$ cat config.mk
export PLATFORM = sky130hd
export DESIGN_NAME = idle_counter_load_averager_unit
export DESIGN_NICKNAME = d
export VERILOG_FILES = /design/src/rtl/core/icla_pkg.sv /design/src/rtl/core/icla_front.sv /design/src/rtl/core/icla_fifo.sv /design/src/rtl/core/icla_div.sv /design/src/rtl/core/icla_back.sv /design/src/rtl/core/idle_counter_load_averager_unit.sv
export SDC_FILE = /design/constraint.sdc
export NUM_CORES = 1
export LEC_CHECK = 0
export BUFFER_PORTS_ARGS = -buffer_cell sky130_fd_sc_hd__buf_2
export CAP_MARGIN = 20
export CORE_MARGIN = 4
export CORE_UTILIZATION = 50
export DETAILED_ROUTE_END_ITERATION = 12
export PLACE_DENSITY_LB_ADDON = 0.12
export RECOVER_POWER = 25
export SKIP_LAST_GASP = 1
export SYNTH_ARGS = -nofsm -noshare
export SYNTH_HDL_FRONTEND = slang
export SYNTH_SLANG_ARGS = --single-unit
$ cat constraint.sdc
create_clock -name i_clk -period 12.4 [get_ports i_clk]
set_input_delay 1.24 -clock i_clk [delete_from_list [all_inputs] [get_ports i_clk]]
set_output_delay 1.24 -clock i_clk [all_outputs]
set_load 0.01 [all_outputs]
$ cat src/rtl/core/icla_pkg.sv
// Shared types and constants for the idle counter load averager.
`default_nettype none

package icla_pkg;

    localparam int WINDOW_DEPTH = 5;
    localparam int LOAD_FULL    = 100;
    localparam int QUOT_W       = 7;
    localparam int DIVD_W       = 39;
    localparam int QUEUE_DEPTH  = 2;
    localparam int WIN_IDX_W    = (WINDOW_DEPTH > 1) ? $clog2(WINDOW_DEPTH) : 1;
    localparam int SUM_W        = $clog2(LOAD_FULL * WINDOW_DEPTH + 1);

    // Mean by reciprocal multiply; exact for ring sums up to 16 * LOAD_FULL.
    localparam int AVG_SHIFT  = 16;
    localparam int AVG_RECIP  = ((1 << AVG_SHIFT) + WINDOW_DEPTH - 1) / WINDOW_DEPTH;
    localparam int AVG_PROD_W = SUM_W + AVG_SHIFT + 1;

    localparam logic [7:0]           ERR_MARK = 8'hFF;
    localparam logic [WIN_IDX_W-1:0] WIN_LAST = WIN_IDX_W'(WINDOW_DEPTH - 1);

    typedef struct packed {
        logic [63:0] timer_now;
        logic [63:0] idle_count;
        logic        sample_valid;
    } t_in;

    typedef struct packed {
        logic [6:0] sample_load;
        logic [6:0] average_load;
        logic       window_error;
    } t_out;

    // Classified sample handed from the front end to the back end.
    typedef struct packed {
        logic        sample_valid;
        logic        zero_load;
        logic [31:0] dt;
        logic [31:0] di;
    } t_job;

    typedef enum logic [2:0] {
        ST_IDLE,
        ST_LDIV,
        ST_SUM,
        ST_AVG,
        ST_OUT
    } t_back_state;

endpackage

`default_nettype wire

$ cat src/rtl/core/icla_front.sv
// Front end: takes samples, forms the 32-bit deltas and flags trivial loads.
`default_nettype none

module icla_front
    import icla_pkg::*;
(
    input  wire logic i_clk,
    input  wire logic i_rst_n,
    input  wire logic i_valid,
    input  wire t_in  i_data,
    input  wire logic i_full,
    output logic      o_stall,
    output logic      o_push,
    output t_job      o_job
);

    logic [63:0] r_last_ts;
    logic [31:0] r_last_idle;
    logic [31:0] dt;
    logic [31:0] di;

    assign dt      = i_data.timer_now[31:0] - r_last_ts[31:0];
    assign di      = i_data.idle_count[31:0] - r_last_idle;
    assign o_stall = i_full;
    assign o_push  = i_valid && !i_full;

    always_comb begin
        o_job.sample_valid = i_data.sample_valid;
        // Load is zero on first sample, zero time delta, or idle at or above time.
        o_job.zero_load    = (r_last_ts == 64'd0) || (dt == 32'd0) || (di >= dt);
        o_job.dt           = dt;
        o_job.di           = di;
    end

    always_ff @(posedge i_clk) begin
        if (!i_rst_n) begin
            r_last_ts   <= 64'd0;
            r_last_idle <= 32'd0;
        end else if (o_push && i_data.sample_valid) begin
            r_last_ts   <= i_data.timer_now;
            r_last_idle <= i_data.idle_count[31:0];
        end
    end

endmodule

`default_nettype wire

$ cat src/rtl/core/icla_fifo.sv
// Two-entry queue between the front and back ends.
`default_nettype none

module icla_fifo
    import icla_pkg::*;
(
    input  wire logic i_clk,
    input  wire logic i_rst_n,
    input  wire logic i_push,
    input  wire t_job i_job,
    input  wire logic i_pop,
    output logic      o_full,
    output logic      o_empty,
    output t_job      o_job
);

    localparam int PTR_W = (QUEUE_DEPTH > 1) ? $clog2(QUEUE_DEPTH) : 1;
    localparam int CNT_W = $clog2(QUEUE_DEPTH + 1);

    t_job             r_mem [QUEUE_DEPTH];
    logic [PTR_W-1:0] r_wr;
    logic [PTR_W-1:0] r_rd;
    logic [CNT_W-1:0] r_cnt;
    logic             push;
    logic             pop;

    assign o_full  = (r_cnt == CNT_W'(QUEUE_DEPTH));
    assign o_empty = (r_cnt == '0);
    assign o_job   = r_mem[r_rd];
    assign push    = i_push && !o_full;
    assign pop     = i_pop && !o_empty;

    always_ff @(posedge i_clk) begin
        if (push) begin
            r_mem[r_wr] <= i_job;
        end
    end

    always_ff @(posedge i_clk) begin
        if (!i_rst_n) begin
            r_wr  <= '0;
            r_rd  <= '0;
            r_cnt <= '0;
        end else begin
            if (push) begin
                r_wr <= (r_wr == PTR_W'(QUEUE_DEPTH - 1)) ? '0 : r_wr + 1'b1;
            end
            if (pop) begin
                r_rd <= (r_rd == PTR_W'(QUEUE_DEPTH - 1)) ? '0 : r_rd + 1'b1;
            end
            case ({push, pop})
                2'b10:   r_cnt <= r_cnt + 1'b1;
                2'b01:   r_cnt <= r_cnt - 1'b1;
                default: r_cnt <= r_cnt;
            endcase
        end
    end

endmodule

`default_nettype wire

$ cat src/rtl/core/icla_div.sv
// Restoring divider, one quotient bit per cycle, for quotients below 2**QUOT_W.
`default_nettype none

module icla_div
    import icla_pkg::*;
(
    input  wire logic              i_clk,
    input  wire logic              i_rst_n,
    input  wire logic              i_start,
    input  wire logic [DIVD_W-1:0] i_dividend,
    input  wire logic [31:0]       i_divisor,
    output logic                   o_done,
    output logic [QUOT_W-1:0]      o_quot
);

    localparam int CNT_W = $clog2(QUOT_W);

    logic [DIVD_W-1:0] r_rem;
    logic [DIVD_W-1:0] r_den;
    logic [QUOT_W-1:0] r_quot;
    logic [CNT_W-1:0]  r_cnt;
    logic              r_busy;
    logic              r_done;
    logic              ge;

    assign ge     = (r_rem >= r_den);
    assign o_done = r_done;
    assign o_quot = r_quot;

    always_ff @(posedge i_clk) begin
        if (i_start) begin
            r_rem  <= i_dividend;
            r_den  <= DIVD_W'({i_divisor, {(QUOT_W - 1){1'b0}}});
            r_quot <= '0;
        end else if (r_busy) begin
            if (ge) begin
                r_rem <= r_rem - r_den;
            end
            r_quot <= {r_quot[QUOT_W-2:0], ge};
            r_den  <= r_den >> 1;
        end
    end

    always_ff @(posedge i_clk) begin
        if (!i_rst_n) begin
            r_busy <= 1'b0;
            r_done <= 1'b0;
            r_cnt  <= '0;
        end else begin
            r_done <= 1'b0;
            if (i_start) begin
                r_busy <= 1'b1;
                r_cnt  <= CNT_W'(QUOT_W - 1);
            end else if (r_busy) begin
                if (r_cnt == '0) begin
                    r_busy <= 1'b0;
                    r_done <= 1'b1;
                end else begin
                    r_cnt <= r_cnt - 1'b1;
                end
            end
        end
    end

endmodule

`default_nettype wire

$ cat src/rtl/core/icla_back.sv
// Back end: load division, ring update, ring sum and mean, result register.
`default_nettype none

module icla_back
    import icla_pkg::*;
(
    input  wire logic i_clk,
    input  wire logic i_rst_n,
    input  wire logic i_empty,
    input  wire t_job i_job,
    output logic      o_pop,
    output logic      o_valid,
    input  wire logic i_stall,
    output t_out      o_data
);

    t_back_state          r_state;
    t_back_state          n_state;
    logic [7:0]           r_win [WINDOW_DEPTH];
    logic [WIN_IDX_W-1:0] r_slot;
    logic [WIN_IDX_W-1:0] r_idx;
    logic [SUM_W-1:0]     r_sum;
    logic                 r_err;
    logic [6:0]           r_load;
    logic [6:0]           r_avg;
    logic                 div_start;
    logic [DIVD_W-1:0]    div_dividend;
    logic [31:0]          div_divisor;
    logic                 div_done;
    logic [QUOT_W-1:0]    div_quot;
    logic                 wr_en;
    logic [7:0]           wr_val;
    logic [DIVD_W-1:0]    prod;
    logic [6:0]           ldiv_load;
    logic [AVG_PROD_W-1:0] avg_prod;
    logic [6:0]           avg_quot;

    // di * 100 as shifted adds
    assign prod = DIVD_W'({i_job.di, 6'b0}) + DIVD_W'({i_job.di, 5'b0})
                + DIVD_W'({i_job.di, 2'b0});
    assign ldiv_load = 7'(LOAD_FULL) - div_quot;

    // floor(sum / WINDOW_DEPTH) by reciprocal multiply
    assign avg_prod = AVG_PROD_W'(r_sum) * AVG_PROD_W'(AVG_RECIP);
    assign avg_quot = avg_prod[AVG_SHIFT +: 7];

    icla_div u_div (
        .i_clk      (i_clk),
        .i_rst_n    (i_rst_n),
        .i_start    (div_start),
        .i_dividend (div_dividend),
        .i_divisor  (div_divisor),
        .o_done     (div_done),
        .o_quot     (div_quot)
    );

    always_ff @(posedge i_clk) begin
        if (!i_rst_n) begin
            r_state <= ST_IDLE;
        end else begin
            r_state <= n_state;
        end
    end

    always_comb begin
        n_state      = r_state;
        o_pop        = 1'b0;
        div_start    = 1'b0;
        div_dividend = prod;
        div_divisor  = i_job.dt;
        wr_en        = 1'b0;
        wr_val       = 8'd0;
        unique case (r_state)
            ST_IDLE: begin
                if (!i_empty) begin
                    o_pop = 1'b1;
                    if (!i_job.sample_valid) begin
                        wr_en   = 1'b1;
                        wr_val  = ERR_MARK;
                        n_state = ST_SUM;
                    end else if (i_job.zero_load) begin
                        wr_en   = 1'b1;
                        n_state = ST_SUM;
                    end else begin
                        div_start = 1'b1;
                        n_state   = ST_LDIV;
                    end
                end
            end
            ST_LDIV: begin
                if (div_done) begin
                    wr_en   = 1'b1;
                    wr_val  = {1'b0, ldiv_load};
                    n_state = ST_SUM;
                end
            end
            ST_SUM: begin
                if (r_idx == WIN_LAST) begin
                    n_state = ST_AVG;
                end
            end
            ST_AVG: begin
                n_state = ST_OUT;
            end
            ST_OUT: begin
                if (!i_stall) begin
                    n_state = ST_IDLE;
                end
            end
            default: n_state = ST_IDLE;
        endcase
    end

    always_ff @(posedge i_clk) begin
        if (!i_rst_n) begin
            for (int i = 0; i < WINDOW_DEPTH; i++) begin
                r_win[i] <= 8'd0;
            end
            r_slot <= '0;
        end else if (wr_en) begin
            r_win[r_slot] <= wr_val;
            r_slot        <= (r_slot == WIN_LAST) ? '0 : r_slot + 1'b1;
        end
    end

    always_ff @(posedge i_clk) begin
        if (wr_en) begin
            r_load <= wr_val[6:0] & {7{wr_val != ERR_MARK}};
            r_idx  <= '0;
            r_sum  <= '0;
            r_err  <= 1'b0;
        end
        if (r_state == ST_SUM) begin
            if (r_win[r_idx] == ERR_MARK) begin
                r_err <= 1'b1;
            end else begin
                r_sum <= r_sum + SUM_W'(r_win[r_idx]);
            end
            r_idx <= r_idx + 1'b1;
        end
        if (r_state == ST_AVG) begin
            r_avg <= r_err ? 7'd0 : avg_quot;
        end
    end

    assign o_valid = (r_state == ST_OUT);

    always_comb begin
        o_data.sample_load  = r_load;
        o_data.average_load = r_avg;
        o_data.window_error = r_err;
    end

endmodule

`default_nettype wire

$ cat src/rtl/core/idle_counter_load_averager_unit.sv
// Top level of the idle counter load averager.
//
//  channel | direction | handshake          | payload
//  --------+-----------+--------------------+--------------
//  input   | in        | i_valid / o_stall  | i_data (t_in)
//  result  | out       | o_valid / i_stall  | o_data (t_out)
//
// In the back end a sample passes through a queue pop, the load division (seven
// quotient steps and a done strobe), the ring sum at one ring entry per cycle,
// the mean and the result state. A zero or error load skips the division.
// Reset clears the saved timestamp, idle count, ring and slot.
// The two-entry queue keeps taking samples, until it is full, while a result waits on i_stall.
`default_nettype none

module idle_counter_load_averager_unit
    import icla_pkg::*;
(
    input  wire logic i_clk,
    input  wire logic i_rst_n,
    input  wire logic i_valid,
    output logic      o_stall,
    input  wire t_in  i_data,
    output logic      o_valid,
    input  wire logic i_stall,
    output t_out      o_data
);

    logic q_push;
    logic q_full;
    logic q_empty;
    logic q_pop;
    t_job front_job;
    t_job back_job;

    icla_front u_front (
        .i_clk   (i_clk),
        .i_rst_n (i_rst_n),
        .i_valid (i_valid),
        .i_data  (i_data),
        .i_full  (q_full),
        .o_stall (o_stall),
        .o_push  (q_push),
        .o_job   (front_job)
    );

    icla_fifo u_fifo (
        .i_clk   (i_clk),
        .i_rst_n (i_rst_n),
        .i_push  (q_push),
        .i_job   (front_job),
        .i_pop   (q_pop),
        .o_full  (q_full),
        .o_empty (q_empty),
        .o_job   (back_job)
    );

    icla_back u_back (
        .i_clk   (i_clk),
        .i_rst_n (i_rst_n),
        .i_empty (q_empty),
        .i_job   (back_job),
        .o_pop   (q_pop),
        .o_valid (o_valid),
        .i_stall (i_stall),
        .o_data  (o_data)
    );

`ifndef ASSERT_OFF
    a_avg_range: assert property (@(posedge i_clk) disable iff (!i_rst_n)
        o_valid |-> o_data.average_load <= 7'(LOAD_FULL))
        else $error("average load out of range");

    a_load_range: assert property (@(posedge i_clk) disable iff (!i_rst_n)
        o_valid |-> o_data.sample_load <= 7'(LOAD_FULL))
        else $error("sample load out of range");

    a_err_avg: assert property (@(posedge i_clk) disable iff (!i_rst_n)
        (o_valid && o_data.window_error) |-> o_data.average_load == 7'd0)
        else $error("average not zero with error in window");

    a_pop_empty: assert property (@(posedge i_clk) disable iff (!i_rst_n)
        q_pop |-> !q_empty)
        else $error("queue popped while empty");
`endif

endmodule

`default_nettype wire
==> impl_metrics.json <==
{
  "syn_area_mm2": 0.02607,
  "netlist_instances": 2639,
  "wl_per_cell_um": 17.50,
  "setup_slack_ns": 6.502,
  "failed_checks": "max-capacitance violations, max-slew violations",
  "postCtsHoldBufs": 0,
  "hold_viol": 0,
  "rsz0062_at_grt": "no",
  "drtPass1Iterations": 5,
  "max_slew.worst_pin.slew_ns": 4.455,
  "yosysWarnings": 0,
  "setup_tns_ns": 0,
  "fin_cells": 3448,
  "r2r_setup_slack_ns": 6.96,
  "coreArea_mm2": 0.05151,
  "synth-edff-count": 284,
  "hpwl_mm": 45.49,
  "synthArstFlopShare_pct": 0,
  "fmax_mhz": 169.5,
  "synth_top_area_share_pct": 32.71,
  "timing.rr.end": "u_fifo.r_mem[0][64]",
  "grt-ovfl-total": 0,
  "synthTopCellsByArea": "edfxtp_1, ha_1, dfxtp_1, a21oi_1, nand2_1",
  "dr.first_iter.drc_count": 878,
  "avgSynthCellArea_um2": 9.880,
  "cap_violations": 3,
  "cp-end-kind": "register",
  "vias_per_cell": 5.504,
  "drive_gt1_share_pct": 10.23,
  "seq_area_frac_synth_pct": 43.30,
  "cts_setup_buffers": 0,
  "ctsResizeCount": 0,
  "power_leakage_nw": 11.77,
  "r2r_cells": 23,
  "dieArea_mm2": 0.05587,
  "period_share_pct": 47.57,
  "design_area_mm2": 0.02887,
  "die-width_um": 236.4,
  "fin_nets": 3145,
  "cp.required_ns": 12.71,
  "ir_drop_v": 0.0001221,
  "fin_skew_ns": 0.02206,
  "gp_congestion": 0.8865,
  "post-route-util_pct": 56.05,
  "worstPathArrival_ns": 6.20,
  "htree_num_levels": 2,
  "start_kind": "primary input",
  "finalSetupViolations": 0,
  "clockBufferDepth": 3,
  "hp-class": "register to register",
  "num_rows": 83,
  "insertion_delay_ns": 0.60,
  "synth_top_area_cell": "edfxtp_1",
  "clk_pin_slew_ns": 0.06,
  "min_path_cells": 2,
  "portBuffers": 117,
  "reg2reg_from": "u_front.r_last_idle[0]",
  "cts-buffers-inserted": 47,
  "place_inst": 3358,
  "ys_seq_elements": 422,
  "ys_types": 71,
  "critPathKind": "primary input to register",
  "grtUsageTotal_pct": 21.35,
  "drc": 0,
  "powerDensity_mw_per_mm2": 247.8,
  "syn_to_final_growth_pct": 10.73,
  "total_power_mw": 7.154,
  "num_vias": 18979,
  "root_buffer": "clkbuf_16",
  "grt_pass1_vias": 19212,
  "ios": 150,
  "tritoncts": "built",
  "ant_nets": 0,
  "place_area_mm2": 0.02729,
  "initial_core_util_pct": 50.62,
  "pre_cts_ws_ns": 5.832,
  "cts.sinks": 422,
  "fin_crit_ns": 5.898,
  "slew_violations": 263,
  "min_from": "u_front.r_last_idle[28]",
  "grt_max_degree": 99,
  "crit_path_max_fanout": 4,
  "grt_pass1_wl_mm": 98.33,
  "hold_ws_ns": 0.4513,
  "synth_ff_type": "edfxtp_1",
  "fp.dieH_um": 236.4,
  "wl_mm": 60.36,
  "antenna_found_initial": 8,
  "syn_nets": 3057,
  "status": "finished with violations",
  "min_to": "u_front.r_last_idle[28]",
  "max_slew_margin_pct": -197.0
}
## sequential cells by signal, summed over array words and instances, names as in the netlist, named ones only
signal / cells
u_back.r_load: 7
u_back.u_div.r_busy: 1
u_back.r_idx: 3
u_back.u_div.r_cnt: 3
u_back.r_state: 3
u_back.u_div.r_rem: 39
u_fifo.r_rd: 1
u_back.r_sum: 9
u_back.u_div.r_den: 38
u_fifo.r_mem: 132
u_back.u_div.o_quot: 7
u_back.u_div.o_done: 1
u_back.r_slot: 3
u_back.r_err: 1
u_front.r_last_idle: 32
u_front.r_last_ts: 64
u_fifo.r_cnt: 2
u_back.r_avg: 7
u_back.r_win: 64
u_fifo.r_wr: 1
## cells in the mapped netlist (52+ instances only)
library cell / n
clkbuf_1: 70
nand3_1: 68
edfxtp_1: 284
xor2_1: 52
a21o_1: 101
ha_1: 231
xnor2_1: 84
a21oi_1: 257
dfxtp_1: 138
nand2_1: 305
inv_1: 243
fa_1: 54
nor2_1: 181
o21ai_0: 116
## routing by layer
metal / GRT usage, % / share of wire (%) / vias to the layer above
li1: - / - / 9484
met1: 27.80 / 45 / 9023
met2: 36.55 / 48 / 346
met3: 3.414 / 4.3 / 114
met4: 7.042 / 3.0 / 12
met5: 0 / 0.10 / -
## report_power, final
part / internal (mW) / switching [mW]
Clock: 0.848 / 0.581
Combinational: 1.51 / 2.16
Sequential: 1.90 / 0.152
Total: 4.26 / 2.89
## critical path, stage by stage
cell and delay, ns:
buf_2 0.11, inv_1 0.05, ha_1 0.16, inv_1 0.05, fa_1 0.40, a21o_1 0.17, a21oi_1 0.21, o21bai_1 0.09
a21o_1 0.22, a31oi_1 0.49, o311ai_0 0.32, nand2_1 0.16, o21a_1 0.18, nand2_1 0.10, a211oi_1 0.28, xnor2_1 0.22
ha_1 0.30, nand4_1 0.08, nor2_1 0.10, o2111ai_1 0.13, nor2_1 0.09, a2111oi_0 0.40, nand2_1 0.11, a31oi_1 0.38
o41ai_2 0.17
## layout by cell type, fill, tap and decap left out, types with 32 or more instances in the layout
cell type	synthesis	routed
fa_1	54	54
a21oi_1	257	257
xnor2_1	84	84
mux2i_1	50	50
dfxtp_1	138	136
buf_2	4	114
nor3_1	34	32
clkbuf_16	0	51
mux2_2	39	39
nand3_1	68	68
nor2_1	181	179
edfxtp_1	284	284
nand2_1	305	303
inv_1	243	242
ha_1	231	231
o21ai_0	116	116
xor2_1	52	52
a21o_1	101	101
## kinds of logic (layout without fill, tap and decap cells)
logic type / after synthesis / count (layout) / share of synthesized area, %
buffers and inverters: 334 / 461 / 4.856
adders and majority gates: 285 / 285 / 15.23
DFF: 422 / 422 / 43.30
xor gates and xnor gates: 136 / 136 / 4.568
AOI/OAI and AO/OA: 607 / 607 / 14.06
and+or+nand+nor: 750 / 750 / 13.00
other: 0 / 2 / 0
muxes: 105 / 105 / 4.986
## worst max path at each step
stage | start | endpoint | cells past startpoint
2_1_floorplan | i_data[1] | u_fifo.r_mem[0][64] | 24
3_3_place_gp | i_data[1] | u_fifo.r_mem[0][64] | 25
3_5_place_dp | i_data[1] | u_fifo.r_mem[0][64] | 25
4_1_cts | i_data[1] | u_fifo.r_mem[1][64] | 25
5_1_grt | i_data[1] | u_fifo.r_mem[1][64] | 25
6_report | i_data[1] | u_fifo.r_mem[0][64] | 25
## cell type report
class | instances | area [um^2]
Timing Repair Buffer | 128 | 656.9
Multi-Input combinational cell | 1883 | 13550
Inverter | 245 | 920.9
Clock buffer | 64 | 1345
Tap cell | 680 | 850.8
Antenna cell | 2 | 5.005
Fill cell | 4625 | 22640
Sequential cell | 422 | 11300
Clock inverter | 24 | 249.0
Power figures use the tool's default switching activity.
